===== config.mk =====
export PLATFORM = sky130hd
export DESIGN_NAME = spot_prep
export DESIGN_NICKNAME = d
export VERILOG_FILES = /design/src/sv/spot_pkg.sv /design/src/sv/spot_prep.sv
export SDC_FILE = /design/constraint.sdc
export NUM_CORES = 1
export LEC_CHECK = 0
export BUFFER_PORTS_ARGS = -buffer_cell sky130_fd_sc_hd__buf_2
export CORE_ASPECT_RATIO = 0.9
export CORE_MARGIN = 5
export CORE_UTILIZATION = 46
export DETAILED_ROUTE_END_ITERATION = 12
export PLACE_DENSITY = 0.78
export SLEW_MARGIN = 25
export SYNTH_ARGS = -nofsm -noshare
export SYNTH_HDL_FRONTEND = slang
export SYNTH_SLANG_ARGS = --single-unit
export TNS_END_PERCENT = 5

===== constraint.sdc =====
create_clock -name clk_i -period 0.8 [get_ports clk_i]
set_input_delay 0.16 -clock clk_i [delete_from_list [all_inputs] [get_ports clk_i]]
set_output_delay 0.16 -clock clk_i [all_outputs]
set_load 0.005 [all_outputs]

===== src/sv/spot_pkg.sv =====
// Types and constants of the shape pair overlap test pipeline
package spot_pkg;

  localparam int unsigned CoordW = 16;
  localparam int unsigned SizeW  = 15;
  localparam int unsigned KindW  = 2;
  localparam int unsigned DiffW  = CoordW + 1;
  localparam int unsigned SumW   = SizeW + 1;
  localparam int unsigned SqW    = 2 * DiffW;
  localparam int unsigned RadSqW = 2 * SumW;

  localparam logic [KindW-1:0] KIND_NONE   = 2'd0;
  localparam logic [KindW-1:0] KIND_CIRCLE = 2'd1;
  localparam logic [KindW-1:0] KIND_BOX    = 2'd2;

  typedef enum logic [1:0] {
    MODE_NONE = 2'd0,
    MODE_CC   = 2'd1,
    MODE_BB   = 2'd2,
    MODE_CB   = 2'd3
  } spot_mode_e;

  // After the difference stage
  typedef struct packed {
    logic             valid;
    spot_mode_e       mode;
    logic [DiffW-1:0] adx;
    logic [DiffW-1:0] ady;
    logic [SumW-1:0]  lim_x;
    logic [SumW-1:0]  lim_y;
    logic [SumW-1:0]  rad;
  } spot_s1_t;

  // After the excess stage
  typedef struct packed {
    logic             valid;
    spot_mode_e       mode;
    logic             box_ok;
    logic [DiffW-1:0] ex_x;
    logic [DiffW-1:0] ex_y;
    logic [SumW-1:0]  rad;
  } spot_s2_t;

  // After the square stage
  typedef struct packed {
    logic              valid;
    spot_mode_e        mode;
    logic              box_ok;
    logic [SqW-1:0]    sq_x;
    logic [SqW-1:0]    sq_y;
    logic [RadSqW-1:0] rad_sq;
  } spot_s3_t;

endpackage


===== src/sv/spot_prep.sv =====
// Stage 1: classify the pair, take centre distances and pick size limits
module spot_prep (
  input  logic                           clk_i,
  input  logic                           rst_ni,
  input  logic                           start_i,
  input  logic [spot_pkg::KindW-1:0]     a_shape_i,
  input  logic signed [spot_pkg::CoordW-1:0] a_x_i,
  input  logic signed [spot_pkg::CoordW-1:0] a_y_i,
  input  logic [spot_pkg::SizeW-1:0]     a_size_x_i,
  input  logic [spot_pkg::SizeW-1:0]     a_size_y_i,
  input  logic [spot_pkg::KindW-1:0]     b_shape_i,
  input  logic signed [spot_pkg::CoordW-1:0] b_x_i,
  input  logic signed [spot_pkg::CoordW-1:0] b_y_i,
  input  logic [spot_pkg::SizeW-1:0]     b_size_x_i,
  input  logic [spot_pkg::SizeW-1:0]     b_size_y_i,
  output spot_pkg::spot_s1_t             s1_o
);
  import spot_pkg::*;

  logic signed [DiffW-1:0] dx, dy;
  logic [DiffW-1:0]        adx, ady;
  spot_mode_e              mode;
  logic [SumW-1:0]         lim_x, lim_y, rad;
  logic                    valid_q;
  spot_s1_t                s1_d, s1_q;

  // Take signed centre differences and their magnitudes
  assign dx  = DiffW'(a_x_i) - DiffW'(b_x_i);
  assign dy  = DiffW'(a_y_i) - DiffW'(b_y_i);
  assign adx = dx[DiffW-1] ? DiffW'(-dx) : DiffW'(dx);
  assign ady = dy[DiffW-1] ? DiffW'(-dy) : DiffW'(dy);

  // Pick the pair mode, the per-axis limits and the radius to test against
  always_comb begin
    mode  = MODE_NONE;
    lim_x = '0;
    lim_y = '0;
    rad   = '0;
    priority if (a_shape_i == KIND_CIRCLE && b_shape_i == KIND_CIRCLE) begin
      mode = MODE_CC;
      rad  = SumW'(a_size_x_i) + SumW'(b_size_x_i);
    end else if (a_shape_i == KIND_BOX && b_shape_i == KIND_BOX) begin
      mode  = MODE_BB;
      lim_x = SumW'(a_size_x_i) + SumW'(b_size_x_i);
      lim_y = SumW'(a_size_y_i) + SumW'(b_size_y_i);
    end else if (a_shape_i == KIND_CIRCLE && b_shape_i == KIND_BOX) begin
      mode  = MODE_CB;
      lim_x = SumW'(b_size_x_i);
      lim_y = SumW'(b_size_y_i);
      rad   = SumW'(a_size_x_i);
    end else if (a_shape_i == KIND_BOX && b_shape_i == KIND_CIRCLE) begin
      mode  = MODE_CB;
      lim_x = SumW'(a_size_x_i);
      lim_y = SumW'(a_size_y_i);
      rad   = SumW'(b_size_x_i);
    end else begin
      mode = MODE_NONE;
    end
  end

  always_comb begin
    s1_d       = '0;
    s1_d.valid = start_i;
    s1_d.mode  = mode;
    s1_d.adx   = adx;
    s1_d.ady   = ady;
    s1_d.lim_x = lim_x;
    s1_d.lim_y = lim_y;
    s1_d.rad   = rad;
  end

  // Track the beat valid bit
  always_ff @(posedge clk_i or negedge rst_ni) begin
    if (!rst_ni) begin
      valid_q <= 1'b0;
    end else begin
      valid_q <= start_i;
    end
  end

  // Load the payload every cycle
  always_ff @(posedge clk_i) begin
    s1_q <= s1_d;
  end

  always_comb begin
    s1_o       = s1_q;
    s1_o.valid = valid_q;
  end

endmodule


-- Word level (Yosys, flattened, before mapping)
Index checks and enable logic that the tools add are counted.
- eq/ne operators: 4
- reduce and logical (&&, ||, !) cells: 4
- add/sub/neg operators: 6
- muxes and demuxes: 15
- operators by type and width (kind ; number):
    $mux 15 ; 7
    $mux 16 ; 5
    $neg 17->17 ; 2
    $sub 16x16->17 ; 2
    $add 15x15->16 ; 2
    $mux 2 ; 3
    $eq 2x1->1 const B ; 2
    $eq 2x2->1 const B ; 2
    $logic_and 1x1->1 ; 4
- input port bits: 131
- output and inout bits: 85
- logic and storage cells: 38
- bits in registers: 85

-- Logic depth before layout (Yosys ltp)
- word-level depth: 6
- gate-level depth with buffers: 13
- gate-level depth less buffers: 12

-- Least setup slack after synthesis
OpenSTA, ideal clock, no wires.
- kind: input to register
- from: input a_y_i[0] (netlist name)
- to: register s1_q, in the netlist s1_o[63]
- cell stages on the path: 12
- setup time: 0.123 ns
- arrival time: 2.586 ns
- data required time: 0.677 ns
- setup slack: -1.909 ns
- buffers on the path: 0
- cell sequence: inv_1 -> ha_1 -> fa_1 -> nand2b_1 -> a21oi_2 -> o21a_4 -> or3_1 -> o311ai_1 -> a2111o_1 -> or3b_4 -> o21ai_2 -> xnor2_1
- longest elaborated chain between the ends: 3
- ends and longest elaborated chain (item ; line ; text):
    start, declared ; spot_prep.sv:8 ; input logic signed [spot_pkg::CoordW-1:0] a_y_i,
    $sub 16x16->17 * ; spot_prep.sv:29 ; assign dy = DiffW'(a_y_i) - DiffW'(b_y_i);
    $neg 17->17 ; spot_prep.sv:31 ; assign ady = dy[DiffW-1] ? DiffW'(-dy) : DiffW'(dy);
    $mux 16 * ; spot_prep.sv:31 ;
    net ady[15] ; spot_prep.sv:21 ; logic [DiffW-1:0] adx, ady;
    end signal, assigned ; spot_prep.sv:83 ; s1_q <= s1_d;
    end, declared ; spot_prep.sv:25 ; spot_s1_t s1_d, s1_q;
Mark *: on every way through the listed nets, which the timed path passes. The rest lies on a longest branch.
A chain may end at the register's enable or synchronous reset.

-- Worst setup path in the final report
- from: input b_y_i[3] (netlist name)
- to: register s1_q, in the netlist s1_o[63]
- longest elaborated chain between the ends: 3
- ends and longest elaborated chain (item ; line ; text):
    start, declared ; spot_prep.sv:13 ; input logic signed [spot_pkg::CoordW-1:0] b_y_i,
    $sub 16x16->17 * ; spot_prep.sv:29 ;
    $neg 17->17 ; spot_prep.sv:31 ;
    $mux 16 * ; spot_prep.sv:31 ;
    net ady[15] ; spot_prep.sv:21 ;
Marked as above.

==> results.tsv <==
metric	value	unit
outcome	finished, violations left	
failing checks	setup timing	
Peak VDD IR	1.011	mV
DP Worst Slack	-1.998	ns
CTS Buf Count	9	
Final Hold Viols	0	
Gate power share	0.434	
Power per Cell Area	1692	nW/um2
CTS sink count	85	
Post-Syn Area	6125	um2
startpoint types	input pin	
crit-path leading delay family	compound AO/OA/AOI/OAI gates	
Static Leak	4.904	nW
Critical Path RT	1.07	ns
DRC errors left	0	
Max-Cap Viols	0	
CTS tree	built	
most frequent cells in the layout	204 x buf_4, 197 x buf_2, 64 x dfxtp_1	
Die ar.	15730	um2
number of global-route vias before repair	7011	
fin crit share	3.024	
post-route cell area	10140	um2
kind of critical path	in2reg	
wire per inst	16.07	um
Achievable Freq	413.4	MHz
sequential power share	0.300	
YS warnings	0	
antenna diode count	0	
Layout Cells excl Fill	1331	
syn_area_per_cell	8.310	um2
initial antenna violation count	0	
DRT antenna net count	0	
GRT overflow	0	
Crit. End Element	register	
Post-Syn Nets	936	
FFs w/ async S/R, synth	0.01176	
DIE WIDTH	131.6	um
global-route wire length before repair	32290	um
P&R area growth vs syn	65.50	%
# setup viols final	164	
placed inst area	8911	um2
CP Data Arrival Time	2.69	ns
vias after detailed routing	7188	
clock transition at the registers of the reported paths	0.06	ns
Critical-path top delay cell	a2111o_1	
drt first pass iters	5	
Buffers on Ports	215	
max incr delay on CP	0.47	ns
HPWL after DPL	15180	um
final setup margin	-1.619	ns
final wirelength	21390	um
Root Buffer	clkbuf_16	
GRT Total Usage	0.2443	
total power	17.15	mW
worst rel slew slack	0.5788	
clock share of power	0.266	
worst hold path type	in2reg	
Post-synth top flop	dfxtp_1	
Vias/cell	5.400	
Layout Nets	1357	
Distinct cells, synth	68	
Fill cells	895	
GP Congestion	0.9015	
Internal Pwr Total	11.76	mW
Rows	40	
final hold slack	0.05270	ns
share of layout cells above drive strength 1	0.5047	
switching share of power	0.3145	
commonest non-fill, non-tap cell in the layout	buf_4	
H-tree level count	3	
footprint of the multi-input gates	4763	um2
placed insts	1292	
pin count of the biggest net entering global routing	32	
Post-synth EDFFs	0	
worst path cell trace	buf_2 -> inv_1 -> ha_4 -> o21ai_0 -> buf_4 -> a21oi_4 -> o21a_4 -> a211oi_1 -> o21bai_1 -> a2111o_1 -> or3b_4 -> o21ai_2 -> xnor2_1	
die height	119.5	um
Buffers & Inverters on Critical Path	3	
worst-path fanout max	4	
RSZ-0062 raised after global routing	yes	
maximum clock insertion buffer count	2	
core area	13210	um2
minimum clock period	2.419	ns
final core occ	0.7671	
Cells after Synth	737	
register area	1732	um2
Tightest Pin Transition	0.6237	ns
register area share after synthesis	0.2787	
post-route setup TNS	-83.94	ns
DRT iter0 DRCs	394	
Initial Util	0.4635	
flops & latches, synth	85	
fin. max-slew vios	0	
P_sw	5.394	mW
number of I/O pins	216	
-- state kept, by name (all words and copies together) (netlist names) --
name	count
valid_q	1
s1_o	84
-- per-layer routing --
metal / GRT usage / vias up / wire, um
li1: - / 3498 / -
met1: 0.2811 / 3342 / 8215
met2: 0.4502 / 294 / 11280
met3: 0.04688 / 54 / 1337
met4: 0.08483 / 0 / 556
met5: 0 / - / 0
-- cell type report --
cell class,count,area share
clock buffer,12,0.02531
clock inverter,4,0.006913
inverter,61,0.02382
multi-input combinational,571,0.4699
sequential,85,0.1708
tap,168,0.02074
timing repair buffer,430,0.2824
-- power groups by stage --
| stage | Combinational (mW) | Sequential [mW] | Clock, mW |
|---|---|---|---|
| 3_5_place_dp | 6.25 | 5.18 | 0 |
| 2_1_floorplan | 3.07 | 5.28 | 0 |
| 6_report | 7.44 | 5.15 | 4.56 |
| 5_1_grt | 8.06 | 5.20 | 4.78 |
| 3_3_place_gp | 6.10 | 5.16 | 0 |
| 4_1_cts | 6.77 | 5.10 | 4.63 |
-- timing repair --
| item | 4_1_cts | 5_1_grt |
|---|---|---|
| endpoints found under the hold margin | 2 | 0 |
| resized for setup | 104 | 83 |
| endpoints found under the setup margin | 165 | 165 |
| hold buffers | 2 | 0 |
| pin swaps | 54 | 30 |
| buffers inserted | 16 | 10 |
-- final timing paths --
path / from / to / slack (ns) / cells after the start
min in group asynchronous: rst_ni / valid_q$_DFF_PN0_ / 0.15 / 2
max in group asynchronous: rst_ni / valid_q$_DFF_PN0_ / 0.56 / 2
hold / removal: b_size_y_i[4] / s1_o[20]$_SDFF_PP0_ / 0.05 / 3
setup / recovery: b_y_i[3] / s1_o[63]$_DFF_P_ / -1.62 / 13
-- cell usage after synthesis, drive strengths merged (2+ instances only) --
cell type,number,area (um2)
nor4,5,46.29
o41ai,2,17.52
o31ai,7,52.55
and4,2,17.52
nor3,18,90.09
o311ai,2,35.04
o31a,4,36.29
or3b,2,20.02
buf,5,26.27
nor2b,12,75.07
a21oi,41,212.7
o21ai,72,367.8
ha,64,800.8
inv,61,229.0
nand2b,17,106.4
a21o,10,75.07
fa,4,80.08
nand3,6,30.03
xnor2,38,332.8
and3,9,56.30
a211oi,8,60.06
nand4,4,25.02
nor2,60,232.7
a221o,3,30.03
mux2i,3,30.03
or3,7,48.80
clkbuf,15,56.30
or2,2,12.51
and2,3,20.02
o211ai,4,30.03
o21a,16,127.6
a21boi,7,52.55
a22oi,41,307.8
dfxtp,84,1682
o21bai,6,45.04
a31oi,10,68.81
xor2,31,271.5
a2111oi,3,27.53
nand2,34,127.6
o41a,3,33.78
-- cell families (layout without fill, tap and decap cells) --
logic type | Yosys count | in the layout | share of synthesized area
xor+xnor | 69 | 69 | 0.09867
buf+inv | 81 | 507 | 0.05087
fa+ha+maj | 68 | 68 | 0.1438
mux | 3 | 3 | 0.004903
flops | 85 | 85 | 0.2787
simple gates | 185 | 185 | 0.1549
compound gates | 246 | 246 | 0.2682
Power figures use the tool's default switching activity.
